## src/hw/rtl/crcac_pkg.sv

```systemverilog
// shared types and constants for the crc32 append and check block
// no dependencies; imported by every module of the block
package crcac_pkg;

    // configuration port
    localparam int CFG_IDX_W  = 2;
    localparam int CFG_DATA_W = 32;

    localparam logic [CFG_IDX_W-1:0] REG_POLY  = 2'd0;
    localparam logic [CFG_IDX_W-1:0] REG_START = 2'd1;
    localparam logic [CFG_IDX_W-1:0] REG_MODE  = 2'd2;

    localparam logic [31:0] POLY_RESET  = 32'hEDB8_8320;
    localparam logic [31:0] START_RESET = 32'hFFFF_FFFF;

    localparam logic MODE_APPEND = 1'b0;
    localparam logic MODE_CHECK  = 1'b1;

    // trailing crc delay line and byte counter
    localparam int              TAIL_LEN  = 4;
    localparam int              SEEN_W    = 3;
    localparam logic [SEEN_W-1:0] SEEN_FULL = 3'd4;

    // command queue between front and back
    localparam int QDEPTH = 4;
    localparam int QIDX_W = $clog2(QDEPTH);
    localparam int QCNT_W = $clog2(QDEPTH + 1);

    // back end phase: echo, then four crc bytes
    localparam int              PHASE_W    = 3;
    localparam logic [PHASE_W-1:0] PHASE_LAST = 3'd4;

    // result kinds
    typedef enum logic [1:0] {
        KIND_DATA    = 2'd0,
        KIND_CRC     = 2'd1,
        KIND_VERDICT = 2'd2
    } crcac_kind_t;

    // back end commands
    typedef enum logic [1:0] {
        OP_ECHO     = 2'd0,
        OP_ECHO_CRC = 2'd1,
        OP_VERDICT  = 2'd2
    } crcac_op_t;

    typedef struct packed {
        logic [7:0] data_byte;
        logic       end_of_packet;
    } crcac_in_t;

    typedef struct packed {
        logic [7:0] out_byte;
        logic [1:0] item_kind;
        logic       out_last;
        logic       crc_ok;
        logic       too_short;
    } crcac_out_t;

    typedef struct packed {
        crcac_op_t   op;
        logic [7:0]  data_byte;
        logic [31:0] crc_out;
        logic        crc_ok;
        logic        too_short;
    } crcac_cmd_t;

    typedef struct packed {
        logic full;
        logic empty;
    } crcac_qstat_t;

endpackage

```

## src/hw/rtl/crcac_fifo.sv

```systemverilog
// command queue between the classify front and the result back end
// depends on crcac_pkg
module crcac_fifo (
    input  logic                    aclk,
    input  logic                    aresetn,
    input  logic                    push,
    input  crcac_pkg::crcac_cmd_t   wdata,
    input  logic                    pop,
    output crcac_pkg::crcac_cmd_t   rdata,
    output crcac_pkg::crcac_qstat_t stat
);
    import crcac_pkg::*;

    crcac_cmd_t        mem_reg [QDEPTH];
    logic [QIDX_W-1:0] wr_ptr_reg, wr_ptr_next;
    logic [QIDX_W-1:0] rd_ptr_reg, rd_ptr_next;
    logic [QCNT_W-1:0] count_reg, count_next;
    logic              do_push, do_pop;

    // status and head
    assign stat.full  = (count_reg == QCNT_W'(QDEPTH));
    assign stat.empty = (count_reg == '0);
    assign rdata      = mem_reg[rd_ptr_reg];

    assign do_push = push && !stat.full;
    assign do_pop  = pop && !stat.empty;

    // pointer and count update
    always_comb begin
        wr_ptr_next = wr_ptr_reg;
        rd_ptr_next = rd_ptr_reg;
        count_next  = count_reg;
        if (do_push) begin
            wr_ptr_next = (wr_ptr_reg == QIDX_W'(QDEPTH - 1)) ? '0 : wr_ptr_reg + 1'b1;
        end
        if (do_pop) begin
            rd_ptr_next = (rd_ptr_reg == QIDX_W'(QDEPTH - 1)) ? '0 : rd_ptr_reg + 1'b1;
        end
        if (do_push && !do_pop) begin
            count_next = count_reg + 1'b1;
        end else if (do_pop && !do_push) begin
            count_next = count_reg - 1'b1;
        end
    end

    always_ff @(posedge aclk) begin
        if (!aresetn) begin
            wr_ptr_reg <= '0;
            rd_ptr_reg <= '0;
            count_reg  <= '0;
        end else begin
            wr_ptr_reg <= wr_ptr_next;
            rd_ptr_reg <= rd_ptr_next;
            count_reg  <= count_next;
        end
    end

    // entry storage
    always_ff @(posedge aclk) begin
        if (do_push) begin
            mem_reg[wr_ptr_reg] <= wdata;
        end
    end

endmodule

```

## src/hw/rtl/crcac_front.sv

```systemverilog
// front end: configuration registers, running crc, delay line, classification
// depends on crcac_pkg; feeds crcac_fifo
module crcac_front (
    input  logic                              aclk,
    input  logic                              aresetn,
    input  logic                              cfg_wr_en,
    input  logic [crcac_pkg::CFG_IDX_W-1:0]   cfg_addr,
    input  logic [crcac_pkg::CFG_DATA_W-1:0]  cfg_wdata,
    input  logic                              s_valid,
    output logic                              s_ready,
    input  crcac_pkg::crcac_in_t              s_data,
    input  crcac_pkg::crcac_qstat_t           q_stat,
    output logic                              q_push,
    output crcac_pkg::crcac_cmd_t             q_wdata
);
    import crcac_pkg::*;

    logic [31:0]       poly_reg, start_reg;
    logic              mode_reg;
    logic [31:0]       crc_reg, crc_next;
    logic [SEEN_W-1:0] seen_reg, seen_next, seen_after;
    logic [7:0]        tail_reg  [TAIL_LEN];
    logic [7:0]        tail_next [TAIL_LEN];
    logic              accept, full_line, feed_en, last;
    logic [7:0]        feed_byte;
    logic [31:0]       crc_base, crc_fed, crc_inv, got;

    // reflected crc, one byte through eight conditional shifts
    function automatic logic [31:0] crc_byte_step(input logic [31:0] crc,
                                                  input logic [7:0]  b,
                                                  input logic [31:0] poly);
        logic [31:0] c;
        c = crc ^ {24'd0, b};
        for (int k = 0; k < 8; k++) begin
            c = c[0] ? ((c >> 1) ^ poly) : (c >> 1);
        end
        return c;
    endfunction

    // ready only out of reset and with room in the queue
    assign s_ready = aresetn && !q_stat.full;
    assign accept  = s_valid && s_ready;
    assign last    = s_data.end_of_packet;

    // configuration writes, unlisted index ignored
    always_ff @(posedge aclk) begin
        if (!aresetn) begin
            poly_reg  <= POLY_RESET;
            start_reg <= START_RESET;
            mode_reg  <= MODE_APPEND;
        end else if (cfg_wr_en) begin
            unique case (cfg_addr)
                REG_POLY:  poly_reg  <= cfg_wdata[31:0];
                REG_START: start_reg <= cfg_wdata[31:0];
                REG_MODE:  mode_reg  <= cfg_wdata[0];
                default:   ;
            endcase
        end
    end

    // crc update: check mode feeds the byte leaving the delay line
    assign full_line = (seen_reg == SEEN_FULL);
    assign crc_base  = (seen_reg == '0) ? start_reg : crc_reg;
    assign feed_byte = (mode_reg == MODE_CHECK) ? tail_reg[0] : s_data.data_byte;
    assign feed_en   = (mode_reg == MODE_APPEND) || full_line;
    assign crc_fed   = crc_byte_step(crc_base, feed_byte, poly_reg);
    assign crc_next  = feed_en ? crc_fed : crc_base;
    assign crc_inv   = ~crc_next;

    // delay line: fill, then shift once full
    always_comb begin
        tail_next = tail_reg;
        if (full_line) begin
            for (int i = 0; i < TAIL_LEN - 1; i++) begin
                tail_next[i] = tail_reg[i + 1];
            end
            tail_next[TAIL_LEN - 1] = s_data.data_byte;
        end else begin
            tail_next[seen_reg[1:0]] = s_data.data_byte;
        end
    end

    assign seen_after = full_line ? seen_reg : seen_reg + 1'b1;
    assign seen_next  = last ? '0 : seen_after;
    assign got        = {tail_next[3], tail_next[2], tail_next[1], tail_next[0]};

    // classify the request for the back end
    always_comb begin
        q_wdata.op        = last ? OP_ECHO_CRC : OP_ECHO;
        q_wdata.data_byte = s_data.data_byte;
        q_wdata.crc_out   = crc_inv;
        q_wdata.too_short = 1'b0;
        q_wdata.crc_ok    = 1'b0;
        if (mode_reg == MODE_CHECK) begin
            q_wdata.op        = OP_VERDICT;
            q_wdata.too_short = (seen_after != SEEN_FULL);
            q_wdata.crc_ok    = (seen_after == SEEN_FULL) && (got == crc_inv);
        end
    end

    assign q_push = accept && ((mode_reg == MODE_APPEND) || last);

    // control state
    always_ff @(posedge aclk) begin
        if (!aresetn) begin
            seen_reg <= '0;
            crc_reg  <= START_RESET;
        end else if (accept) begin
            seen_reg <= seen_next;
            crc_reg  <= crc_next;
        end
    end

    // delay line storage
    always_ff @(posedge aclk) begin
        if (accept) begin
            tail_reg <= tail_next;
        end
    end

endmodule

```

## src/hw/rtl/crcac_back.sv

```systemverilog
// back end: expands queued commands into result items behind an output register
// depends on crcac_pkg; drains crcac_fifo
module crcac_back (
    input  logic                    aclk,
    input  logic                    aresetn,
    input  crcac_pkg::crcac_qstat_t q_stat,
    input  crcac_pkg::crcac_cmd_t   q_rdata,
    output logic                    q_pop,
    output logic                    m_valid,
    input  logic                    m_ready,
    output crcac_pkg::crcac_out_t   m_data
);
    import crcac_pkg::*;

    logic [PHASE_W-1:0] phase_reg, phase_next;
    logic               m_valid_reg, m_valid_next;
    crcac_out_t         m_data_reg, item;
    logic               load, take, last_phase;
    logic [1:0]         crc_idx;
    logic [PHASE_W-1:0] phase_dec;

    assign load      = !m_valid_reg || m_ready;
    assign take      = load && !q_stat.empty;
    assign phase_dec = phase_reg - 1'b1;
    assign crc_idx   = phase_dec[1:0];

    // build the next result from the queue head
    always_comb begin
        item.out_byte  = q_rdata.data_byte;
        item.item_kind = KIND_DATA;
        item.out_last  = 1'b0;
        item.crc_ok    = 1'b0;
        item.too_short = 1'b0;
        last_phase     = 1'b1;
        unique case (q_rdata.op)
            OP_ECHO: ;
            OP_ECHO_CRC: begin
                last_phase = (phase_reg == PHASE_LAST);
                if (phase_reg != '0) begin
                    item.out_byte  = q_rdata.crc_out[{crc_idx, 3'b000} +: 8];
                    item.item_kind = KIND_CRC;
                    item.out_last  = last_phase;
                end
            end
            OP_VERDICT: begin
                item.out_byte  = '0;
                item.item_kind = KIND_VERDICT;
                item.out_last  = 1'b1;
                item.crc_ok    = q_rdata.crc_ok;
                item.too_short = q_rdata.too_short;
            end
            default: ;
        endcase
    end

    // phase and output valid
    always_comb begin
        phase_next   = phase_reg;
        m_valid_next = m_valid_reg;
        if (load) begin
            m_valid_next = !q_stat.empty;
        end
        if (take) begin
            phase_next = last_phase ? '0 : phase_reg + 1'b1;
        end
    end

    assign q_pop = take && last_phase;

    always_ff @(posedge aclk) begin
        if (!aresetn) begin
            phase_reg   <= '0;
            m_valid_reg <= 1'b0;
        end else begin
            phase_reg   <= phase_next;
            m_valid_reg <= m_valid_next;
        end
    end

    // output payload register
    always_ff @(posedge aclk) begin
        if (take) begin
            m_data_reg <= item;
        end
    end

    assign m_valid = m_valid_reg;
    assign m_data  = m_data_reg;

endmodule

```

## src/hw/rtl/crc32_append_and_check.sv

```systemverilog
// crc32 append and check, top level: front end, command queue, back end
// path: the first result of a request is written to the command queue when the request
//   is accepted, then loaded into the output register of the back end
// throughput: one byte per cycle while the four-entry queue has room; a final append
//   byte gives an echo and four crc bytes, the queue rides out part, then input stalls
// reset: synchronous active-low aresetn clears control state and loads the
//   register reset values; no clearing pass, ready as soon as reset is released
module crc32_append_and_check (
    input  logic                              aclk,
    input  logic                              aresetn,
    input  logic                              cfg_wr_en,
    input  logic [crcac_pkg::CFG_IDX_W-1:0]   cfg_addr,
    input  logic [crcac_pkg::CFG_DATA_W-1:0]  cfg_wdata,
    input  logic                              s_valid,
    output logic                              s_ready,
    input  crcac_pkg::crcac_in_t              s_data,
    output logic                              m_valid,
    input  logic                              m_ready,
    output crcac_pkg::crcac_out_t             m_data
);
    import crcac_pkg::*;

    crcac_qstat_t q_stat;
    crcac_cmd_t   q_wdata, q_rdata;
    logic         q_push, q_pop;

    // classify and run the crc
    crcac_front u_front (
        .aclk      (aclk),
        .aresetn   (aresetn),
        .cfg_wr_en (cfg_wr_en),
        .cfg_addr  (cfg_addr),
        .cfg_wdata (cfg_wdata),
        .s_valid   (s_valid),
        .s_ready   (s_ready),
        .s_data    (s_data),
        .q_stat    (q_stat),
        .q_push    (q_push),
        .q_wdata   (q_wdata)
    );

    // decoupling queue
    crcac_fifo u_fifo (
        .aclk    (aclk),
        .aresetn (aresetn),
        .push    (q_push),
        .wdata   (q_wdata),
        .pop     (q_pop),
        .rdata   (q_rdata),
        .stat    (q_stat)
    );

    // result expansion
    crcac_back u_back (
        .aclk    (aclk),
        .aresetn (aresetn),
        .q_stat  (q_stat),
        .q_rdata (q_rdata),
        .q_pop   (q_pop),
        .m_valid (m_valid),
        .m_ready (m_ready),
        .m_data  (m_data)
    );

endmodule

```

## config.mk

```make
export PLATFORM = sky130hd
export DESIGN_NAME = crc32_append_and_check
export DESIGN_NICKNAME = d
export VERILOG_FILES = /design/src/hw/rtl/crcac_pkg.sv /design/src/hw/rtl/crcac_fifo.sv /design/src/hw/rtl/crcac_front.sv /design/src/hw/rtl/crcac_back.sv /design/src/hw/rtl/crc32_append_and_check.sv
export SDC_FILE = /design/constraint.sdc
export NUM_CORES = 1
export LEC_CHECK = 0
export ABC_AREA = 1
export BUFFER_PORTS_ARGS = -buffer_cell sky130_fd_sc_hd__buf_2
export CORE_MARGIN = 4
export CORE_UTILIZATION = 30
export CTS_CLUSTER_DIAMETER = 30
export CTS_CLUSTER_SIZE = 14
export DETAILED_ROUTE_END_ITERATION = 10
export HOLD_SLACK_MARGIN = 0.08
export PLACE_DENSITY = 0.54
export SYNTH_ARGS = -nofsm -noshare
export SYNTH_HDL_FRONTEND = slang
export SYNTH_SLANG_ARGS = --single-unit
```

## constraint.sdc

```tcl
create_clock -name aclk -period 9.49 [get_ports aclk]
set_input_delay 1.898 -clock aclk [delete_from_list [all_inputs] [get_ports aclk]]
set_output_delay 1.898 -clock aclk [all_outputs]
set_load 0.01 [all_outputs]
```

; ---- Word-level counts from Yosys, hierarchy flattened
; Memories as Yosys holds them, arrays and structs flattened. A register that Yosys moved wholly into a read port is not among the register bits.
; Index checks and enable logic that the tools add are counted.
[totals]
mem_bits_rw = 176
output_inout_bits = 15
wordCells = 113
register_bits = 156
mem_count = 1
in_bits = 48
[memory_table]
columns = name, words, word_bits, rd, rd_ports_with_merged_regs, write_ports, line
row1 = u_fifo.mem_reg, 4, 44, 1, 1, 1, crcac_fifo.sv:14  ; crcac_cmd_t mem_reg [QDEPTH];
[op_classes]
reduce_logical = 27
magnitude_cmp = 2
bitwise = 12
mux = 32
n_addsub = 7
shift = 1
n_eq_ne = 12
[ops]
columns = operator, n
row1 = $mux 32, 11
row2 = $xor 31x32->32, 8
row3 = $bwmux 32, 1
row4 = $eq 32x32->1, 1
row5 = $not 32->32, 1
row6 = $shiftx 32x6->8, 1
row7 = $xor 32x8->32, 1
row8 = $pmux 11 s2, 1
row9 = $demux 8 s2, 1
row10 = $mux 8, 2
row11 = $mux 3, 5
row12 = $eq 3x3->1 const B, 4
row13 = $mux 2, 6
row14 = $logic_and 1x1->1, 11
row15 = $mux 11, 1
row16 = $add 3x1->3 const B, 3
row17 = $eq 2x2->1 const B, 4
row18 = $logic_not 3->1, 2
row19 = $reduce_and 2->1, 3
row20 = $logic_not 1->1, 5
row21 = $add 2x1->2 const B, 2
row22 = $eq 2x1->1 const B, 2
row23 = $mux 1, 4
row24 = $ge 3x3->1 const B, 1
row25 = 10 further kinds, 12

; ---- Logic depth before layout (Yosys ltp)
[logic_depth]
ltp_word = 24
depth_mapped = 44
depth_no_buf = 41

; ---- Modules after synthesis
; A second synthesis with hierarchy kept.
[hier_totals]
hier_cells = 2814
hier_area_um2 = 20474.6
[modules_own_cells]
columns = module, seq_area_each_um2, cells_each, area_each_um2, instances
row1 = crcac_front, 2962.8, 2160, 12223.0, 1
row2 = crcac_fifo, 5465.2, 497, 7105.6, 1
row3 = crcac_back, 470.5, 157, 1146.1, 1

; ---- Worst setup path after synthesis
; No wires, ideal clock.
[synth_timing]
path_kind = in2reg
start = in aresetn
end = mem u_fifo.mem_reg[0][0] in the netlist's numbering (enable)
setup_time_ns = 0.446
n_path_buf = 1
cell_stages = 7
slack_ns = 4.087
required_ns = 9.044
arrival_ns = 4.958
path_cell_list = clkbuf_1 -> clkinv_1 -> a31oi_1 -> nand2_1 -> a21oi_1 -> inv_1 -> nor2_1
[synth_between]
elab_chain_len = 6
[synth_rtl]
columns = element, line
row1 = start: declaration, crc32_append_and_check.sv:10  ; input logic aresetn,
row2 = $logic_and 1x1->1, crcac_front.sv:41  ; assign s_ready = aresetn && !q_stat.full;
row3 = net s_ready, crc32_append_and_check.sv:15  ; output logic s_ready,
row4 = $logic_and 1x1->1, crcac_front.sv:42  ; assign accept = s_valid && s_ready;
row5 = $logic_and 1x1->1, crcac_front.sv:101  ; assign q_push = accept && ((mode_reg == MODE_APPEND) || last);
row6 = $logic_and 1x1->1, crcac_fifo.sv:25  ; assign do_push = push && !stat.full;
row7 = net u_fifo.do_push, crcac_fifo.sv:18  ; logic do_push, do_pop;
row8 = $mux 1, crcac_fifo.sv:60  ; if (do_push) begin
row9 = $mux 1 (implied by the code), crcac_fifo.sv:61  ; mem_reg[wr_ptr_reg] <= wdata;
row10 = end: declaration, crcac_fifo.sv:14
; The timed path passes the listed nets, and every way through them passes these cells.

==> impl_summary.txt <==
----------------------------------------------------
[Clocking]
  Clock latency on the worst-skew pair ... 0.61 ns
  Root Driver ... sky130_fd_sc_hd__clkbuf_16
  Post-cts hold buffer count ... 0
  Post-CTS setup buffer count ... 0
  TritonCTS clock tree ... done
  Sink Count ... 334
  Post-CTS sizing ... 0
  Inserted Clock Buffers ... 77
  Maximum level of the CTS H-tree ... 3
  Clock transition at the register clock pins on the worst setup and hold paths after CTS ... 0.04 ns
  Maximum number of buffers from clock root to sink ... 3

[Placed design]
  Total half-perimeter wirelength after legalization and detailed placement ... 45,800 um
  Port bufs ... 62
  Placed Cells ... 3,400
  GP Congestion ... 0.933

[Pwr]
  Leakage ... 10.3 nW
  Total power of the final layout ... 0.00850 W
  Peak VDD IR ... 0.159 mV
  Pwr per Cell Area ... 363 mW/mm^2

[Worst setup path]
  Worst Setup End Kind ... flop
  Slack of the worst reg-to-reg path ... 1.43 ns
  Slowest cell on crit path ... sky130_fd_sc_hd__buf_4
  Sort of element at the start of the critical path ... flop
  Worst endpoint required time ... 9.87 ns
  Crit path max fanout ... 62
  Most repeated library cell on the critical path ... sky130_fd_sc_hd__nand2_1
  Signal arrival time at the worst endpoint ... 8.44 ns
  Delay of the slowest cell on the worst path ... 0.50 ns
  Crit path kind ... flop to flop
  Startpoint of the most critical setup path ... u_front.seen_reg[0]$_SDFFE_PN0P_
  Worst r2r src ... u_front.seen_reg[0]$_SDFFE_PN0P_

[Synth]
  Leading post-synthesis cells by cell area ... sky130_fd_sc_hd__edfxtp_1 (34%), sky130_fd_sc_hd__nand2_1 (15%), sky130_fd_sc_hd__dfxtp_1 (12%)
  Count of synthesis-stage warnings from yosys ... 0
  Synthesized-area fraction occupied by xor and xnor cells ... 4.60%
  Cell taking the most area after synthesis ... sky130_fd_sc_hd__edfxtp_1
  Synthesized instance count ... 2,607
  Post-synth top flop ... sky130_fd_sc_hd__edfxtp_1
  Share of the synthesized area in compound gates (AO/OA/AOI/OAI) ... 11.5%
  Synthesized-area fraction occupied by adder cells ... 1.06%
  Yosys top cell area share ... 33.8%
  Largest family of logic cells by synthesized area ... simple AND/OR/NAND/NOR gates
  Net count after synthesis ... 2,671
  Average footprint of a synthesized cell ... 7.53 um^2
  Sequential fraction of the synthesis area ... 45.4%
  Number of distinct library cell variants in the gate-level netlist after synthesis ... 43
  Synth async-reset ratio ... 0%
  Synthesis-stage register bit count ... 334
  Post-Synthesis Cell Area ... 0.0196 mm^2
  Post-synthesis mux area share ... 0%
  Post-synth EDFFs ... 221
  Share of synthesized cell area in and, or, nand and nor gates ... 28.4%

[Routing]
  Total routed wirelength ... 66,500 um
  Routed vias/inst ... 5.05
  Average detailed-routed wire length per instance ... 18.8 um
  Count of TritonRoute iterations in the first routing pass ... 7
  Vias after detailed routing ... 17,900
  DRC violation total after the first TritonRoute iteration ... 1,696
  Number of remaining DRC errors ... 0
  Routed Antenna Nets ... 0

[Final layout]
  Synthesis-to-finish area growth ... 19.2%
  Number of flip-flops in the largest register ... 176
  Count of filler cells inserted in the layout ... 6,651
  Final Net Count ... 2,688
  Layout cells sized above 1 ... 10.2%
  Most frequent cells in the layout ... sky130_fd_sc_hd__nand2_1 (771), sky130_fd_sc_hd__nand3_1 (318), sky130_fd_sc_hd__inv_1 (283), sky130_fd_sc_hd__edfxtp_1 (221), sky130_fd_sc_hd__o21ai_0 (191)
  Inserted Diodes ... 0
  Most common cell after layout, fill and taps aside ... sky130_fd_sc_hd__nand2_1
  Final non-filler cell total ... 3,542

[Die]
  Core footprint ... 0.0646 mm^2
  Number of top-level pins ... 63
  Starting density of the core ... 30.4%
  Site Rows ... 93
  Overall die height ... 264 um
  Floorplan die width ... 264 um
  Die outline area ... 0.0696 mm^2

[STA]
  Final Max Slew Viols ... 0
  Worst Tran Pin Value ... 1.16 ns
  Share of the cycle needed by the critical path after routing ... 85.0%
  Fin. Hold Viols ... 0
  Shortest clock period the worst path allows after layout ... 8.06 ns
  Max_slew headroom ... 22.6%
  Final TNS setup ... 0 ns
  Setup skew after layout ... 0.0211 ns
  RSZ-0062 raised after global routing ... false
  Achievable frequency ... 124 MHz
  Final setup violation count ... 0

[Global routing]
  Largest net degree at the start of global routing ... 90
  Number of global-route vias before repair ... 16,400
  Initial antenna violation count ... 1
  Gr ovfl total ... 0
  Wire length of the first global-routing pass ... 101,000 um
  Overall routing resource usage ... 18.5%

[Outcome]
  Run status ... finished, final reports clean

[Worst hold path]
  Worst hold start ... u_front.start_reg[31]$_SDFFE_PN1P_
  Class of the most critical hold timing path ... flop to flop

[Job]
  Max-cap viol count ... 0

----------------------------------------------------
cell type report:
| cell class | instances | area [um^2] | share of cell area (%) |
|---|---|---|---|
| Timing Repair Buffer | 89 | 513 | 2.19 |
| Multi-Input combinational cell | 1824 | 9000 | 38.5 |
| Clock buffer | 96 | 2110 | 9.03 |
| Sequential cell | 334 | 8900 | 38.1 |
| Tap cell | 855 | 1070 | 4.57 |
| Inverter | 298 | 1120 | 4.78 |
| Clock inverter | 46 | 677 | 2.89 |
Yosys cell counts, types with 15 or more instances:
master and number:
sky130_fd_sc_hd__nand3_1 318, sky130_fd_sc_hd__clkbuf_1 101, sky130_fd_sc_hd__inv_1 284, sky130_fd_sc_hd__buf_2 35, sky130_fd_sc_hd__o221ai_1 38, sky130_fd_sc_hd__ha_1 15
sky130_fd_sc_hd__o211ai_1 49, sky130_fd_sc_hd__xnor2_1 41, sky130_fd_sc_hd__o21ai_0 191, sky130_fd_sc_hd__nor2_1 188, sky130_fd_sc_hd__edfxtp_1 221, sky130_fd_sc_hd__dfxtp_1 113
sky130_fd_sc_hd__nand2_1 772, sky130_fd_sc_hd__a21oi_1 39, sky130_fd_sc_hd__xor2_1 62
final timing paths:
path | depth (start not counted) | endpoint
max | 39 | u_fifo.mem_reg[3][1]$_DFFE_PP_
min | 2 | u_front.start_reg[31]$_SDFFE_PN1P_
max reg2reg | 39 | u_fifo.mem_reg[3][1]$_DFFE_PP_
min reg2reg | 2 | u_front.start_reg[31]$_SDFFE_PN1P_
logic make-up after synthesis:
logic type,count (synthesis)
adders and majority gates,16
DFF,334
AOI/OAI and AO/OA,372
and+or+nand+nor,1333
buffers and inverters,449
xor gates and xnor gates,103
worst max-delay path: cells and delay by family, from the launching register on:
family                   cells  cell delay [ns]
adder cells (fa/ha/maj)      1             0.42
buffers and inverters        6             1.77
flip-flops                   1             0.35
AND/OR/NAND/NOR             32             5.22
where the power goes:
part | total [W] | leakage (nW) | internal, W | switching [W]
logic | 0.00359 | 5.95 | 0.00104 | 0.00255
clock network | 0.00282 | 1.34 | 0.00194 | 0.000876
registers | 0.00209 | 2.96 | 0.00198 | 0.000113
total | 0.00850 | 10.3 | 0.00496 | 0.00354
through the flow:
step	hold WS [ns]	setup WS [ns]	instance area (um^2)	util, %
2_1_floorplan	0.424	4.09	19600	-
3_3_place_gp	0.444	1.26	20600	31.9
3_5_place_dp	0.449	1.04	20600	31.9
4_1_cts	0.460	1.48	23400	36.2
5_1_grt	0.486	0.610	23400	36.2
6_report	0.454	1.43	23400	36.2
routing by layer:
| layer | vias to the layer above | part of all wire (%) | global-route usage [%] |
|---|---|---|---|
| li1 | 8636 | - | - |
| met1 | 8452 | 45 | 26.3 |
| met2 | 675 | 44 | 28.7 |
| met3 | 117 | 7.3 | 3.06 |
| met4 | 2 | 3.4 | 6.42 |
| met5 | - | 0.020 | 0 |
(Power assumes the default switching activity.)
